**src/rtl/rpbe_pkg.sv**
```systemverilog
package rpbe_pkg;

  localparam int NUM_LANES = 3;

  typedef enum logic [2:0] {
    OP_MULTIPLY  = 3'd0,
    OP_SUBTRACT  = 3'd1,
    OP_SCREEN    = 3'd2,
    OP_OVERLAY   = 3'd3,
    OP_ADD       = 3'd4,
    OP_SCALE     = 3'd5,
    OP_REPLICATE = 3'd6,
    OP_COMBINE   = 3'd7
  } op_t;

  localparam logic [1:0] CH_RED   = 2'd0;
  localparam logic [1:0] CH_GREEN = 2'd1;
  localparam logic [1:0] CH_BLUE  = 2'd2;

  localparam logic [1:0] REG_OPERATION      = 2'd0;
  localparam logic [1:0] REG_CHANNEL_SELECT = 2'd1;
  localparam logic [1:0] REG_ADD_VALUE      = 2'd2;
  localparam logic [1:0] REG_SCALE_FACTOR   = 2'd3;

  typedef struct packed {
    op_t  op;
    logic hit;
  } lane_ctl_t;

endpackage

```
**src/rtl/rpbe_lane.sv**
```systemverilog
module rpbe_lane (
  input  logic                clk,
  input  logic                en,
  input  rpbe_pkg::lane_ctl_t ctl,
  input  logic [7:0]          a,
  input  logic [7:0]          b,
  input  logic [8:0]          add_value,
  input  logic [7:0]          scale_factor,
  output logic [7:0]          res,
  output logic [7:0]          a_q
);

  logic [7:0]          x;
  logic [7:0]          y;
  logic [15:0]         prod;
  logic [15:0]         prod_r;
  logic [7:0]          a_r;
  logic [7:0]          b_r;
  rpbe_pkg::lane_ctl_t ctl_r;

  // Pick multiplier operands; the single multiplier serves every product mode.
  always_comb begin
    unique case (ctl.op)
      rpbe_pkg::OP_SCREEN: begin
        x = ~a;
        y = ~b;
      end
      rpbe_pkg::OP_OVERLAY: begin
        x = b[7] ? ~a : a;
        y = b[7] ? ~b : b;
      end
      rpbe_pkg::OP_SCALE: begin
        x = a;
        y = scale_factor;
      end
      default: begin
        x = a;
        y = b;
      end
    endcase
  end

  assign prod = x * y;

  always_ff @(posedge clk) begin
    if (en) begin
      prod_r <= prod;
      a_r    <= a;
      b_r    <= b;
      ctl_r  <= ctl;
    end
  end

  // Round by 255: n = 255*q1 + r1, r1 = 255*q2 + r2, final fix on r2.
  logic [17:0]       n;
  logic [9:0]        q1;
  logic [9:0]        r1;
  logic [1:0]        q2;
  logic [8:0]        r2;
  logic [9:0]        q;
  logic [7:0]        q8;
  logic [7:0]        sub_v;
  logic signed [9:0] sum;
  logic [7:0]        add_v;
  logic [7:0]        scale_v;

  always_comb begin
    if (ctl_r.op == rpbe_pkg::OP_OVERLAY) begin
      n = {1'b0, prod_r, 1'b0} + 18'd127;
    end else begin
      n = {2'b00, prod_r} + 18'd127;
    end
    q1 = n[17:8];
    r1 = {2'b00, n[7:0]} + q1;
    q2 = r1[9:8];
    r2 = {1'b0, r1[7:0]} + {7'b0, q2};
    q  = q1 + {8'b0, q2} + {9'b0, (r2 >= 9'd255)};
    q8 = q[7:0];

    sub_v = (a_r > b_r) ? (a_r - b_r) : 8'd0;

    sum = $signed({2'b00, a_r}) + $signed({add_value[8], add_value});
    if (sum[9]) begin
      add_v = 8'd0;
    end else if (sum[8]) begin
      add_v = 8'd255;
    end else begin
      add_v = sum[7:0];
    end

    scale_v = (prod_r[15:8] != 8'd0) ? 8'd255 : prod_r[7:0];

    unique case (ctl_r.op)
      rpbe_pkg::OP_MULTIPLY: res = q8;
      rpbe_pkg::OP_SUBTRACT: res = sub_v;
      rpbe_pkg::OP_SCREEN:   res = 8'd255 - q8;
      rpbe_pkg::OP_OVERLAY:  res = b_r[7] ? (8'd255 - q8) : q8;
      rpbe_pkg::OP_ADD:      res = ctl_r.hit ? add_v : a_r;
      rpbe_pkg::OP_SCALE:    res = ctl_r.hit ? scale_v : a_r;
      default:               res = a_r;
    endcase
  end

  assign a_q = a_r;

endmodule

```
**src/rtl/rpbe_merge.sv**
```systemverilog
module rpbe_merge (
  input  logic                                   clk,
  input  logic                                   en,
  input  rpbe_pkg::op_t                          op,
  input  logic [1:0]                             sel,
  input  logic [rpbe_pkg::NUM_LANES-1:0][7:0]    lane_res,
  input  logic [rpbe_pkg::NUM_LANES-1:0][7:0]    first_q,
  input  logic [7:0]                             second_green_q,
  input  logic [7:0]                             third_blue_q,
  output logic [rpbe_pkg::NUM_LANES-1:0][7:0]    pix_r
);

  logic [rpbe_pkg::NUM_LANES-1:0][7:0] pix_nxt;

  always_comb begin
    pix_nxt = lane_res;
    unique case (op)
      rpbe_pkg::OP_REPLICATE: begin
        unique case (sel)
          rpbe_pkg::CH_RED:   pix_nxt = {3{first_q[0]}};
          rpbe_pkg::CH_GREEN: pix_nxt = {3{first_q[1]}};
          rpbe_pkg::CH_BLUE:  pix_nxt = {3{first_q[2]}};
          default:            pix_nxt = first_q;
        endcase
      end
      rpbe_pkg::OP_COMBINE: pix_nxt = {third_blue_q, second_green_q, first_q[0]};
      default:              pix_nxt = lane_res;
    endcase
  end

  // Output register: hold while the receiver stalls.
  always_ff @(posedge clk) begin
    if (en) begin
      pix_r <= pix_nxt;
    end
  end

endmodule

```
**src/rtl/rgb_pixel_blend_engine_unit.sv**
```systemverilog
// RGB pixel blend engine.
// Input channel (in_valid/in_ready): one request carries a working pixel,
// an operand pixel and a third blue byte. Output channel (out_valid/out_ready)
// returns one blended pixel per request, in order.
// Configuration: write operation, channel_select, add_value and scale_factor
// through cfg_we/cfg_index/cfg_wdata while no request is in flight.
// Throughput: one request per cycle while the receiver keeps out_ready high,
// set by the two-stage pipeline of three per-channel lanes, each with one
// 8x8 multiplier, followed by a merge stage with the output register.
// Stage one registers products and operands, stage two rounds, clamps and
// merges into the output register.
// Reset (rst_n low, synchronous) empties the pipeline and loads the register
// defaults: multiply, red, offset 0, scale 1.
// When the receiver stalls, the output register holds its pixel; stage one
// can still take one more request, after which in_ready drops.
module rgb_pixel_blend_engine_unit (
  input  logic       clk,
  input  logic       rst_n,
  input  logic       cfg_we,
  input  logic [1:0] cfg_index,
  input  logic [8:0] cfg_wdata,
  input  logic       in_valid,
  output logic       in_ready,
  input  logic [7:0] in_first_red,
  input  logic [7:0] in_first_green,
  input  logic [7:0] in_first_blue,
  input  logic [7:0] in_second_red,
  input  logic [7:0] in_second_green,
  input  logic [7:0] in_second_blue,
  input  logic [7:0] in_third_blue,
  output logic       out_valid,
  input  logic       out_ready,
  output logic [7:0] out_red,
  output logic [7:0] out_green,
  output logic [7:0] out_blue
);

  rpbe_pkg::op_t op_r;
  logic [1:0]    sel_r;
  logic [8:0]    add_value_r;
  logic [7:0]    scale_factor_r;

  // Configuration registers; every two-bit index names one of them.
  always_ff @(posedge clk) begin
    if (!rst_n) begin
      op_r           <= rpbe_pkg::OP_MULTIPLY;
      sel_r          <= rpbe_pkg::CH_RED;
      add_value_r    <= 9'd0;
      scale_factor_r <= 8'd1;
    end else if (cfg_we) begin
      unique case (cfg_index)
        rpbe_pkg::REG_OPERATION:      op_r           <= rpbe_pkg::op_t'(cfg_wdata[2:0]);
        rpbe_pkg::REG_CHANNEL_SELECT: sel_r          <= cfg_wdata[1:0];
        rpbe_pkg::REG_ADD_VALUE:      add_value_r    <= cfg_wdata;
        rpbe_pkg::REG_SCALE_FACTOR:   scale_factor_r <= cfg_wdata[7:0];
        default: ;
      endcase
    end
  end

  // Pipeline control: a stage advances when it is empty or its successor moves.
  logic v1_r;
  logic v2_r;
  logic en1;
  logic en2;

  assign en2      = !v2_r || out_ready;
  assign en1      = !v1_r || en2;
  assign in_ready = en1;

  always_ff @(posedge clk) begin
    if (!rst_n) begin
      v1_r <= 1'b0;
      v2_r <= 1'b0;
    end else begin
      if (en1) v1_r <= in_valid;
      if (en2) v2_r <= v1_r;
    end
  end

  logic [rpbe_pkg::NUM_LANES-1:0][7:0] first_pix;
  logic [rpbe_pkg::NUM_LANES-1:0][7:0] second_pix;
  logic [rpbe_pkg::NUM_LANES-1:0][7:0] lane_res;
  logic [rpbe_pkg::NUM_LANES-1:0][7:0] first_q;
  logic [rpbe_pkg::NUM_LANES-1:0][7:0] pix_r;
  logic [7:0]                          second_green_r;
  logic [7:0]                          third_blue_r;
  rpbe_pkg::op_t                       op_s1_r;
  logic [1:0]                          sel_s1_r;

  assign first_pix  = {in_first_blue, in_first_green, in_first_red};
  assign second_pix = {in_second_blue, in_second_green, in_second_red};

  // Stage one side data for the merge stage.
  always_ff @(posedge clk) begin
    if (en1) begin
      second_green_r <= in_second_green;
      third_blue_r   <= in_third_blue;
      op_s1_r        <= op_r;
      sel_s1_r       <= sel_r;
    end
  end

  // One lane per color channel.
  for (genvar i = 0; i < rpbe_pkg::NUM_LANES; i++) begin : g_lane
    rpbe_pkg::lane_ctl_t ctl;
    assign ctl = '{op: op_r, hit: (sel_r == 2'(i))};

    rpbe_lane u_lane (
      .clk          (clk),
      .en           (en1),
      .ctl          (ctl),
      .a            (first_pix[i]),
      .b            (second_pix[i]),
      .add_value    (add_value_r),
      .scale_factor (scale_factor_r),
      .res          (lane_res[i]),
      .a_q          (first_q[i])
    );
  end

  rpbe_merge u_merge (
    .clk            (clk),
    .en             (en2),
    .op             (op_s1_r),
    .sel            (sel_s1_r),
    .lane_res       (lane_res),
    .first_q        (first_q),
    .second_green_q (second_green_r),
    .third_blue_q   (third_blue_r),
    .pix_r          (pix_r)
  );

  assign out_valid = v2_r;
  assign out_red   = pix_r[0];
  assign out_green = pix_r[1];
  assign out_blue  = pix_r[2];

endmodule

```
**config.mk**
```make
export PLATFORM = sky130hd
export DESIGN_NAME = rgb_pixel_blend_engine_unit
export DESIGN_NICKNAME = d
export VERILOG_FILES = /design/src/rtl/rpbe_pkg.sv /design/src/rtl/rpbe_lane.sv /design/src/rtl/rpbe_merge.sv /design/src/rtl/rgb_pixel_blend_engine_unit.sv
export SDC_FILE = /design/constraint.sdc
export NUM_CORES = 1
export LEC_CHECK = 0
export BUFFER_PORTS_ARGS = -buffer_cell sky130_fd_sc_hd__buf_4
export CAP_MARGIN = 20
export CORE_ASPECT_RATIO = 0.7
export CORE_UTILIZATION = 58
export DETAILED_ROUTE_END_ITERATION = 16
export PLACE_DENSITY = 0.82
export SYNTH_ARGS = -nofsm -noshare
export SYNTH_HDL_FRONTEND = slang
export SYNTH_SLANG_ARGS = --single-unit
```
**constraint.sdc**
```tcl
create_clock -name clk -period 7 [get_ports clk]
set_input_delay 0.7 -clock clk [delete_from_list [all_inputs] [get_ports clk]]
set_output_delay 0.7 -clock clk [all_outputs]
set_load 0.03 [all_outputs]
```
# Word-level counts from Yosys, hierarchy flattened
# Index checks and enable logic that the tools add are counted.
classes:
  add_sub_neg: 27
  mul: 3
  n_div: 0
  magnitude_cmp: 6
  eq_ne: 17
  shift: 0
  n_mux: 41
  n_bitwise: 6
  n_reduce_logical: 15
op_table:
  columns: ["operator", "count"]
  rows:
  - ["$mux 8", 27]
  - ["$pmux 8 s6", 3]
  - ["$pmux 24 s3", 1]
  - ["$pmux 8 s3", 3]
  - ["$add 17x7->18 const B", 3]
  - ["$mux 18", 3]
  - ["$add 16x7->17 const B", 3]
  - ["$mul 8x8->16", 3]
  - ["$not 8->8", 6]
  - ["$pmux 24 s2", 1]
  - ["$pmux 8 s2", 3]
  - ["$add 8x10->10", 3]
  - ["$add 9x9->10", 3]
  - ["$add 8x2->9", 3]
  - ["$ge 9x8->1 const B", 3]
  - ["$add 8x1->8", 3]
  - ["$add 8x2->8", 3]
  - ["$gt 8x8->1", 3]
  - ["$reduce_bool 8->1", 3]
  - ["$sub 8x8->8", 3]
  - ["$sub 8x8->8 const A", 3]
  - ["$eq 3x3->1 const B", 5]
  - ["$eq 3x2->1 const B", 4]
  - ["$eq 2x2->1 const B", 4]
  - ["other kinds (7)", 16]
word_totals:
  register_bits: 160
  latchBits: 0
  ramBits: 0
  rom_bits: 0
  in_bits: 72
  out_inout_bits: 26
  word_cells: 139
  memories: 0

# Depth between registers and ports, before layout
# Gate-level depths: netlist of the first run.
logic_depth:
  depth_word: 10
  mapped_depth: 35
  depth_no_buf: 34

# By module
# From an unflattened synthesis of the first run, not the netlist that was laid out.
unflattened:
  hier_cells: 2623
  hier_area_um2: 22376.5
modules_own_cells:
  columns: ["mod", "instances", "cells_per_inst", "area_per_inst_um2", "seq_area_each_um2"]
  rows:
  - ["rpbe_lane (g_lane[2].u_lane)", 1, 796, 6459.9, 1081.0]
  - ["rpbe_lane (g_lane[0].u_lane)", 1, 779, 6443.7, 1081.0]
  - ["rpbe_lane (g_lane[1].u_lane)", 1, 765, 6224.7, 1081.0]
  - ["rpbe_merge", 1, 166, 1664.1, 720.7]
  - ["rgb_pixel_blend_engine_unit", 1, 117, 1584.0, 1111.1]

# Worst setup path before layout of the first run
# OpenSTA, ideal clock, no wires.
synth_timing:
  kind: "reg2reg"
  start: "register g_lane[1].u_lane.ctl_r[3] (netlist name)"
  end: "register u_merge.pix_r[22] (netlist name), data pin"
  setup_ns: 0.265
  arrival_time_ns: 7.083
  required_ns: 6.735
  setup_slack_ns: -0.349
  path_stages_with_launch: 32
  path_buffers: 6
  synth_period_minus_slack_ns: 7.349
  path_cell_list: "edfxtp_1 and3b_1 clkbuf_1 buf_2 clkbuf_1 clkbuf_1 clkbuf_1 buf_1 a21oi_1 ha_1 inv_1 fa_1 inv_1 a21oi_1 o21bai_1 a21o_1 a21o_1 a21o_1 a21o_1 xor2_1 ha_1 fa_1 nand2_1 maj3_1 nor3_1 nand4_1 fa_1 fa_1 or3b_1 xor2_1 mux2i_1 or3_1"
synth_rtl:
  columns: ["element", "line_no", "rtl"]
  rows:
  - ["end signal: assignment", "rpbe_merge.sv:34", "pix_r <= pix_nxt;"]
  - ["end: declaration", "rpbe_merge.sv:10", "output logic [rpbe_pkg::NUM_LANES-1:0][7:0] pix_r"]

==> run summary, run 1 <==
Logic synthesis
* 136 — number of flops mapped to enable cells by yosys
* 24.8% — adder and majority cell fraction of the synthesized area
* 0 — YS warnings
* 6.86% — parity-gate share of the synthesized area counting xor and xnor cells
* 89 — library cells used by synthesis
* adder cells — largest family of logic cells by synthesized area
* 2697 — post-synth net total
* 23.1% — sequential cell area fraction in the yosys report
* 1.35% — mux contribution to synthesized area
* sky130_fd_sc_hd__edfxtp_1 — primary flip-flop cell chosen by synthesis mapping
* 2309 — count of mapped cells out of synthesis
* 8.56 sq um — synthesized area divided by synthesized cell count
* 20.4% — post-synthesis compound-gate area fraction
* 160 — post-synthesis sequential element count
* 0% — Async SR Flop Fraction
* 17.3% — simple logic cell fraction of the synthesized area
* 19800 sq um — post-synthesis cell area

Power and ir drop
* 10.0 nW — leakage power figure
* 394 nW/um^2 — Power Density
* 220 uV — Max IR drop VDD

Placed design
* 0.998 — RD Place Congestion
* 48500 um — sum of net half-perimeters after detailed placement
* 21200 sq um — cell area after placement
* 2820 — placed insts
* 97 — quantity of I/O buffers inserted on ports

GRT
* 75 — largest net degree at the start of global routing
* 35.1% — overall routing resource usage
* 17200 — via count of the first global-routing pass
* 9.29% — M3 GR Usage
* 51.0% — met2 track demand over resource
* met1 — grt peak-use layer
* 0 — grt total ovfl
* 51.5% — met1 Resource Use GR
* 2 — antenna violations before repair
* 94600 um — global-route wire length before repair

Setup path
* register — Setup crit start kind
* register — Setup crit end kind
* 5 — Critical Path Fanout Max
* 0.44 ns — Critical Path Max Stage Delay
* reg2reg — critical path type
* 7.04 ns — Worst EP arrival
* 7.20 ns — data required time of the critical path
* sky130_fd_sc_hd__a21o_1 — cell repeated most along the worst path
* sky130_fd_sc_hd__edfxtp_1 — Critical Path Slowest Stage Cell

Layout
* 2724 — filler instances
* 12.6% — P&R area growth vs syn
* sky130_fd_sc_hd__inv_1 — most common cell after layout, fill and taps aside
* 4560 sq um — Sequential Area
* 2821 — total number of nets in the final design
* 14300 sq um — Multi-input gate area
* 2882 — final cell count without fillers
* 22300 sq um — design area
* 238 x sky130_fd_sc_hd__inv_1, 231 x sky130_fd_sc_hd__nand2_1, 228 x sky130_fd_sc_hd__nor2_1, 188 x sky130_fd_sc_hd__ha_1, 180 x sky130_fd_sc_hd__buf_4 — commonest non-fill, non-tap cells in the layout
* 12.8% — share of final-layout standard cells stronger than drive strength 1

Floorplanning
* 156 um — floorplan die height
* 223 um — floorplan die width
* 98 — I/O pin cnt
* 33500 sq um — Core Region
* 56 — placement row count
* 59.0% — starting utilization of the core area
* 34800 sq um — die outline area

Timing
* 0.406 ns — tightest hold margin
* 0 — final slew viol count
* 97.7% — post-route clock period utilization
* 0.0150 ns — worst-case clock skew
* 6.84 ns — clock period minus worst slack
* 0.995 ns — slew at the pin closest to its max-slew limit
* 146 MHz — maximum clock rate
* true — setup repair after global routing missed its margin
* 0 — endpoints failing hold
* 33.7% — relative slew slack
* 0 — Final setup viols

Drt
* 0 — DRC errors left
* 18500 — total number of vias
* 0 — DRT antenna net count
* 62100 um — Detailed Route WL
* 8 — 1st-pass router iterations
* 2100 — Detailed Route Iter0 Violations
* 21.5 um — Routed WL per cell
* 6.42 — average via count per standard cell

Clocking
* 17 — number of buffers added by the clock tree synthesis step
* 2 — number of buffers on the longest clock path
* yes — clock tree from TritonCTS
* 0.47 ns — clock latency on the worst-skew pair
* 160 — total number of clock tree sinks
* 4 — H-tree depth reported by CTS
* sky130_fd_sc_hd__clkbuf_16 — Clock Tree Root
* 0.07 ns — Worst-path clk slew

Status
* finished clean — run status

Run
* 0 — max_cap viols

Min path
* in2reg — type of the tightest min-delay check

## through the flow
| stage | setup slack, ns | util [%] | setup TNS, ns | total power, mW |
|---|---|---|---|---|
| floorplan | 0.000201 | - | 0 | 5.83 |
| global placement | 0.0931 | 63.3 | 0 | 7.15 |
| detailed placement | -0.126 | 63.3 | -0.126 | 7.33 |
| CTS | 0.0110 | 65.1 | 0 | 8.34 |
| global route | -0.225 | 66.5 | -0.441 | 9.44 |
| finish | 0.160 | 66.5 | 0 | 8.78 |
## worst paths after layout
check                                                       to                            startpoint  slack [ns]  cells past startpoint
worst min register to register  scale_factor_r[7]$_SDFFE_PN0P_        scale_factor_r[7]$_SDFFE_PN0P_        0.49                      2
worst min-delay path                 third_blue_r[3]$_DFFE_PP_                      in_third_blue[3]        0.41                      1
worst max register to register     u_merge.pix_r[22]$_DFFE_PP_  g_lane[2].u_lane.prod_r[1]$_DFFE_PP_        0.16                     31
worst max-delay path               u_merge.pix_r[22]$_DFFE_PP_  g_lane[2].u_lane.prod_r[1]$_DFFE_PP_        0.16                     31
## routing by layer
layer | vias up | routed length (um) | part of all wire [%]
li1 | 8413 | - | -
met3 | 141 | 7620 | 12
met2 | 1107 | 25500 | 41
met5 | - | 21 | 0.034
met1 | 8834 | 27300 | 44
met4 | 4 | 1560 | 2.5
## worst max-delay path: cells and delay by family (launching register included)
kind / cells / cell delay (ns)
buf+inv: 3 / 0.21
fa+ha+maj: 7 / 2.14
xor+xnor: 3 / 0.46
flops: 1 / 0.44
mux: 1 / 0.12
simple gates: 8 / 1.86
compound gates: 9 / 1.34
## cell type report
type | instances | area share [%]
multi-input cells | 1827 | 64.1
flip-flops and latches | 160 | 20.5
repair buffers | 183 | 6.28
inverters | 244 | 4.14
well taps | 435 | 2.44
clock buffers | 21 | 2.17
clock inverters | 11 | 0.416
diodes | 1 | 0.0112
## kinds of logic (layout without fill, tap and decap cells)
| group | after synthesis | in the layout |
|---|---|---|
| adder cells (fa/ha/maj) | 318 | 318 |
| multiplexers | 26 | 26 |
| XOR/XNOR | 155 | 155 |
| AO/OA/AOI/OAI | 594 | 594 |
| buffers and inverters | 323 | 459 |
| AND/OR/NAND/NOR | 733 | 734 |
| other | 0 | 1 |
| flip-flops | 160 | 160 |
## report_power, final
group | switching [mW] | total, mW | internal, mW | leakage [nW]
registers | 0.360 | 1.80 | 1.44 | 1.66
logic | 3.41 | 6.03 | 2.62 | 8.10
clock network | 0.445 | 0.952 | 0.507 | 0.288
total | 4.22 | 8.78 | 4.57 | 10.0
## cell usage after synthesis, drive strengths merged (9+ instances only)
cell type,count,area share (%)
xor2,69,3.1
o22ai,19,0.63
edfxtp,136,21
o311ai,9,0.40
o221ai,27,1.2
a21boi,29,1.1
nand2b,32,1.0
or4,9,0.38
or2,22,0.70
and3,16,0.51
nor4,10,0.32
a31oi,19,0.60
dfxtp,24,2.4
inv,243,4.6
o21a,22,0.84
buf,11,0.32
xnor2,86,3.8
and2,10,0.32
nand4,13,0.41
a211oi,16,0.66
nor2,228,4.3
a21oi,119,3.0
o21ai,144,3.6
a21o,51,1.9
ha,192,12
nand2,233,4.4
fa,124,13
o211a,9,0.49
a221oi,18,0.80
o211ai,21,0.80
nand3,39,0.99
clkbuf,68,1.3
nor3,40,1.0
mux2i,20,1.0
o2111ai,15,0.66
nor2b,47,1.5
## sequential cells by signal, summed over array words and instances (netlist names), 6 cells and up
signal and count:
g_lane.u_lane.b_r 24, g_lane.u_lane.prod_r 48, third_blue_r 8, add_value_r 9, u_merge.pix_r 24, g_lane.u_lane.a_q 24, scale_factor_r 8, g_lane.u_lane.ctl_r 6
## timing repair
action,4_1_cts,5_1_grt
buffers inserted,2,25
pin swaps,0,35
hold buffers,0,0
gates cloned,0,1
gates resized for setup,6,54
endpoints found under the setup margin,2,22
Power figures use the tool's default switching activity.
==> run 2: changes to the inputs <==
CORE_ASPECT_RATIO = unset   (was 0.7)
CORE_MARGIN = 2   (was unset)
==> run 2 against run 1 <==
Wire length fell by 2.7%. Setup slack improved by 0.099 ns. Critical path depth fell by 1. Fmax rose by 1.5%. Critical path type unchanged.
==> run summary, run 2 (synthesis gave the netlist of run 1 again) <==
GRT
* 5.68% — M3 GR Usage
* 0 — grt total ovfl
* 17600 — via count of the first global-routing pass
* met2 — grt peak-use layer
* 63 — largest net degree at the start of global routing
* 53.6% — met2 track demand over resource
* 1 — antenna violations before repair
* 93900 um — global-route wire length before repair
* 45.8% — met1 Resource Use GR
* 33.6% — overall routing resource usage

Clocking
* 2 — number of buffers on the longest clock path
* 0.07 ns — Worst-path clk slew
* 160 — total number of clock tree sinks
* 4 — H-tree depth reported by CTS
* 0 — CTS Hold Bufs
* 0.44 ns — clock latency on the worst-skew pair
* sky130_fd_sc_hd__clkbuf_16 — Clock Tree Root
* 17 — number of buffers added by the clock tree synthesis step
* yes — clock tree from TritonCTS

Power and ir drop
* 338 uV — Max IR drop VDD
* 10.1 nW — leakage power figure
* 47.7% — switching fraction of total power
* 8.81 mW — overall power of the completed layout
* 4.20 mW — switching pwr
* 69.4% — portion of total power attributed to combinational logic
* 395 nW/um^2 — Power Density
* 4.61 mW — cell-internal power
* 10.2% — clock network power share
* 20.4% — Seq pwr share

Setup path
* 7.19 ns — data required time of the critical path
* adder cells — Crit path max-delay family
* register — Setup crit end kind
* 2 — Critical Path Fanout Max
* sky130_fd_sc_hd__fa_2 — Critical Path Slowest Stage Cell
* register — Setup crit start kind
* 6.93 ns — Worst EP arrival
* reg2reg — critical path type
* 3 — sum of buffers and inverters on the critical path
* 0.54 ns — Critical Path Max Stage Delay

Timing
* 0 — Final setup viols
* 0.434 ns — tightest hold margin
* 0.259 ns — Final Worst Setup Slack
* 96.3% — post-route clock period utilization
* 0 — endpoints failing hold
* 6.74 ns — clock period minus worst slack
* 0 ns — setup TNS
* 0.0127 ns — worst-case clock skew
* 20.5% — relative slew slack
* 148 MHz — maximum clock rate
* 0 — final slew viol count
* 1.19 ns — slew at the pin closest to its max-slew limit

Drt
* 2064 — Detailed Route Iter0 Violations
* 20.7 um — Routed WL per cell
* 6.29 — average via count per standard cell
* 0 — DRT antenna net count
* 7 — 1st-pass router iterations
* 60400 um — Detailed Route WL
* 0 — DRC errors left
* 18300 — total number of vias

Floorplanning
* 35600 sq um — die outline area
* 189 um — floorplan die height
* 59.0% — starting utilization of the core area
* 98 — I/O pin cnt
* 33500 sq um — Core Region
* 189 um — floorplan die width
* 67 — placement row count

Layout
* 12.9% — P&R area growth vs syn
* 238 x sky130_fd_sc_hd__inv_1, 232 x sky130_fd_sc_hd__nand2_1, 226 x sky130_fd_sc_hd__nor2_1, 197 x sky130_fd_sc_hd__buf_4, 184 x sky130_fd_sc_hd__ha_1 — commonest non-fill, non-tap cells in the layout
* 13.3% — share of final-layout standard cells stronger than drive strength 1
* sky130_fd_sc_hd__inv_1 — most common cell after layout, fill and taps aside
* g_lane.u_lane.prod_r — largest register by flop count
* 48 — number of flip-flops in the largest register
* 2837 — total number of nets in the final design

Min path
* in2reg — type of the tightest min-delay check

Placed design
* 0.00142 ns — DP Worst Slack
* 48000 um — sum of net half-perimeters after detailed placement
* 97 — quantity of I/O buffers inserted on ports
* 0.995 — RD Place Congestion

Run
* 0 — max_cap viols

Status
* finished clean — run status

[run 2: cell count changes in the layout (fill, tap and decap cells not counted), moves of 3 or more]
cell	change
sky130_fd_sc_hd__ha_2	+3
sky130_fd_sc_hd__ha_1	-4
sky130_fd_sc_hd__a21oi_1	-3
sky130_fd_sc_hd__a21oi_2	+3
sky130_fd_sc_hd__buf_4	+17
[run 2: layout make-up]
class,instances,area (sq um)
Fill cell,2735,11200
Timing Repair Buffer,199,1500
Tap cell,448,561
Inverter,244,923
Antenna cell,1,2.50
Clock buffer,18,429
Sequential cell,160,4560
Clock inverter,14,125
Multi-Input combinational cell,1827,14200
[run 2: power groups by stage]
stage               Clock, mW  Combinational, mW  Sequential, mW
floorplan                   0               4.11            1.72
global placement            0               5.35            1.79
detailed placement          0               5.57            1.79
CTS                     0.904               5.64            1.78
global route            0.938               6.76            1.82
finish                  0.896               6.12            1.80
[run 2: through the flow]
stage          area [sq um]  cells  utilization, %
2_1_floorplan         19800   2309               -
3_3_place_gp          21300   2841            63.4
3_5_place_dp          21300   2841            63.4
4_1_cts               21800   2873            65.1
5_1_grt               22300   2910            66.6
6_report              22300   2911            66.6
[run 2: final timing paths]
path	start	endpoint	slack [ns]	depth (start not counted)
worst max-delay path	g_lane[2].u_lane.prod_r[0]$_DFFE_PP_	u_merge.pix_r[22]$_DFFE_PP_	0.26	30
worst min-delay path	in_third_blue[7]	third_blue_r[7]$_DFFE_PP_	0.43	1
worst max register to register	g_lane[2].u_lane.prod_r[0]$_DFFE_PP_	u_merge.pix_r[22]$_DFFE_PP_	0.26	30
worst min register to register	scale_factor_r[7]$_SDFFE_PN0P_	scale_factor_r[7]$_SDFFE_PN0P_	0.47	2
[run 2: timing repair]
action / in CTS / in global routing
buffers inserted: 0 / 35
endpoints found under the setup margin: 3 / 21
cloned: 0 / 1
pin swaps: 2 / 38
gates resized for setup: 2 / 51
[run 2: routing by layer]
layer  routed length, um  up-vias
li1                    -     8452
met1               24600     8670
met2               27200     1007
met3                6060      180
met4                2450        0
met5                   0        -
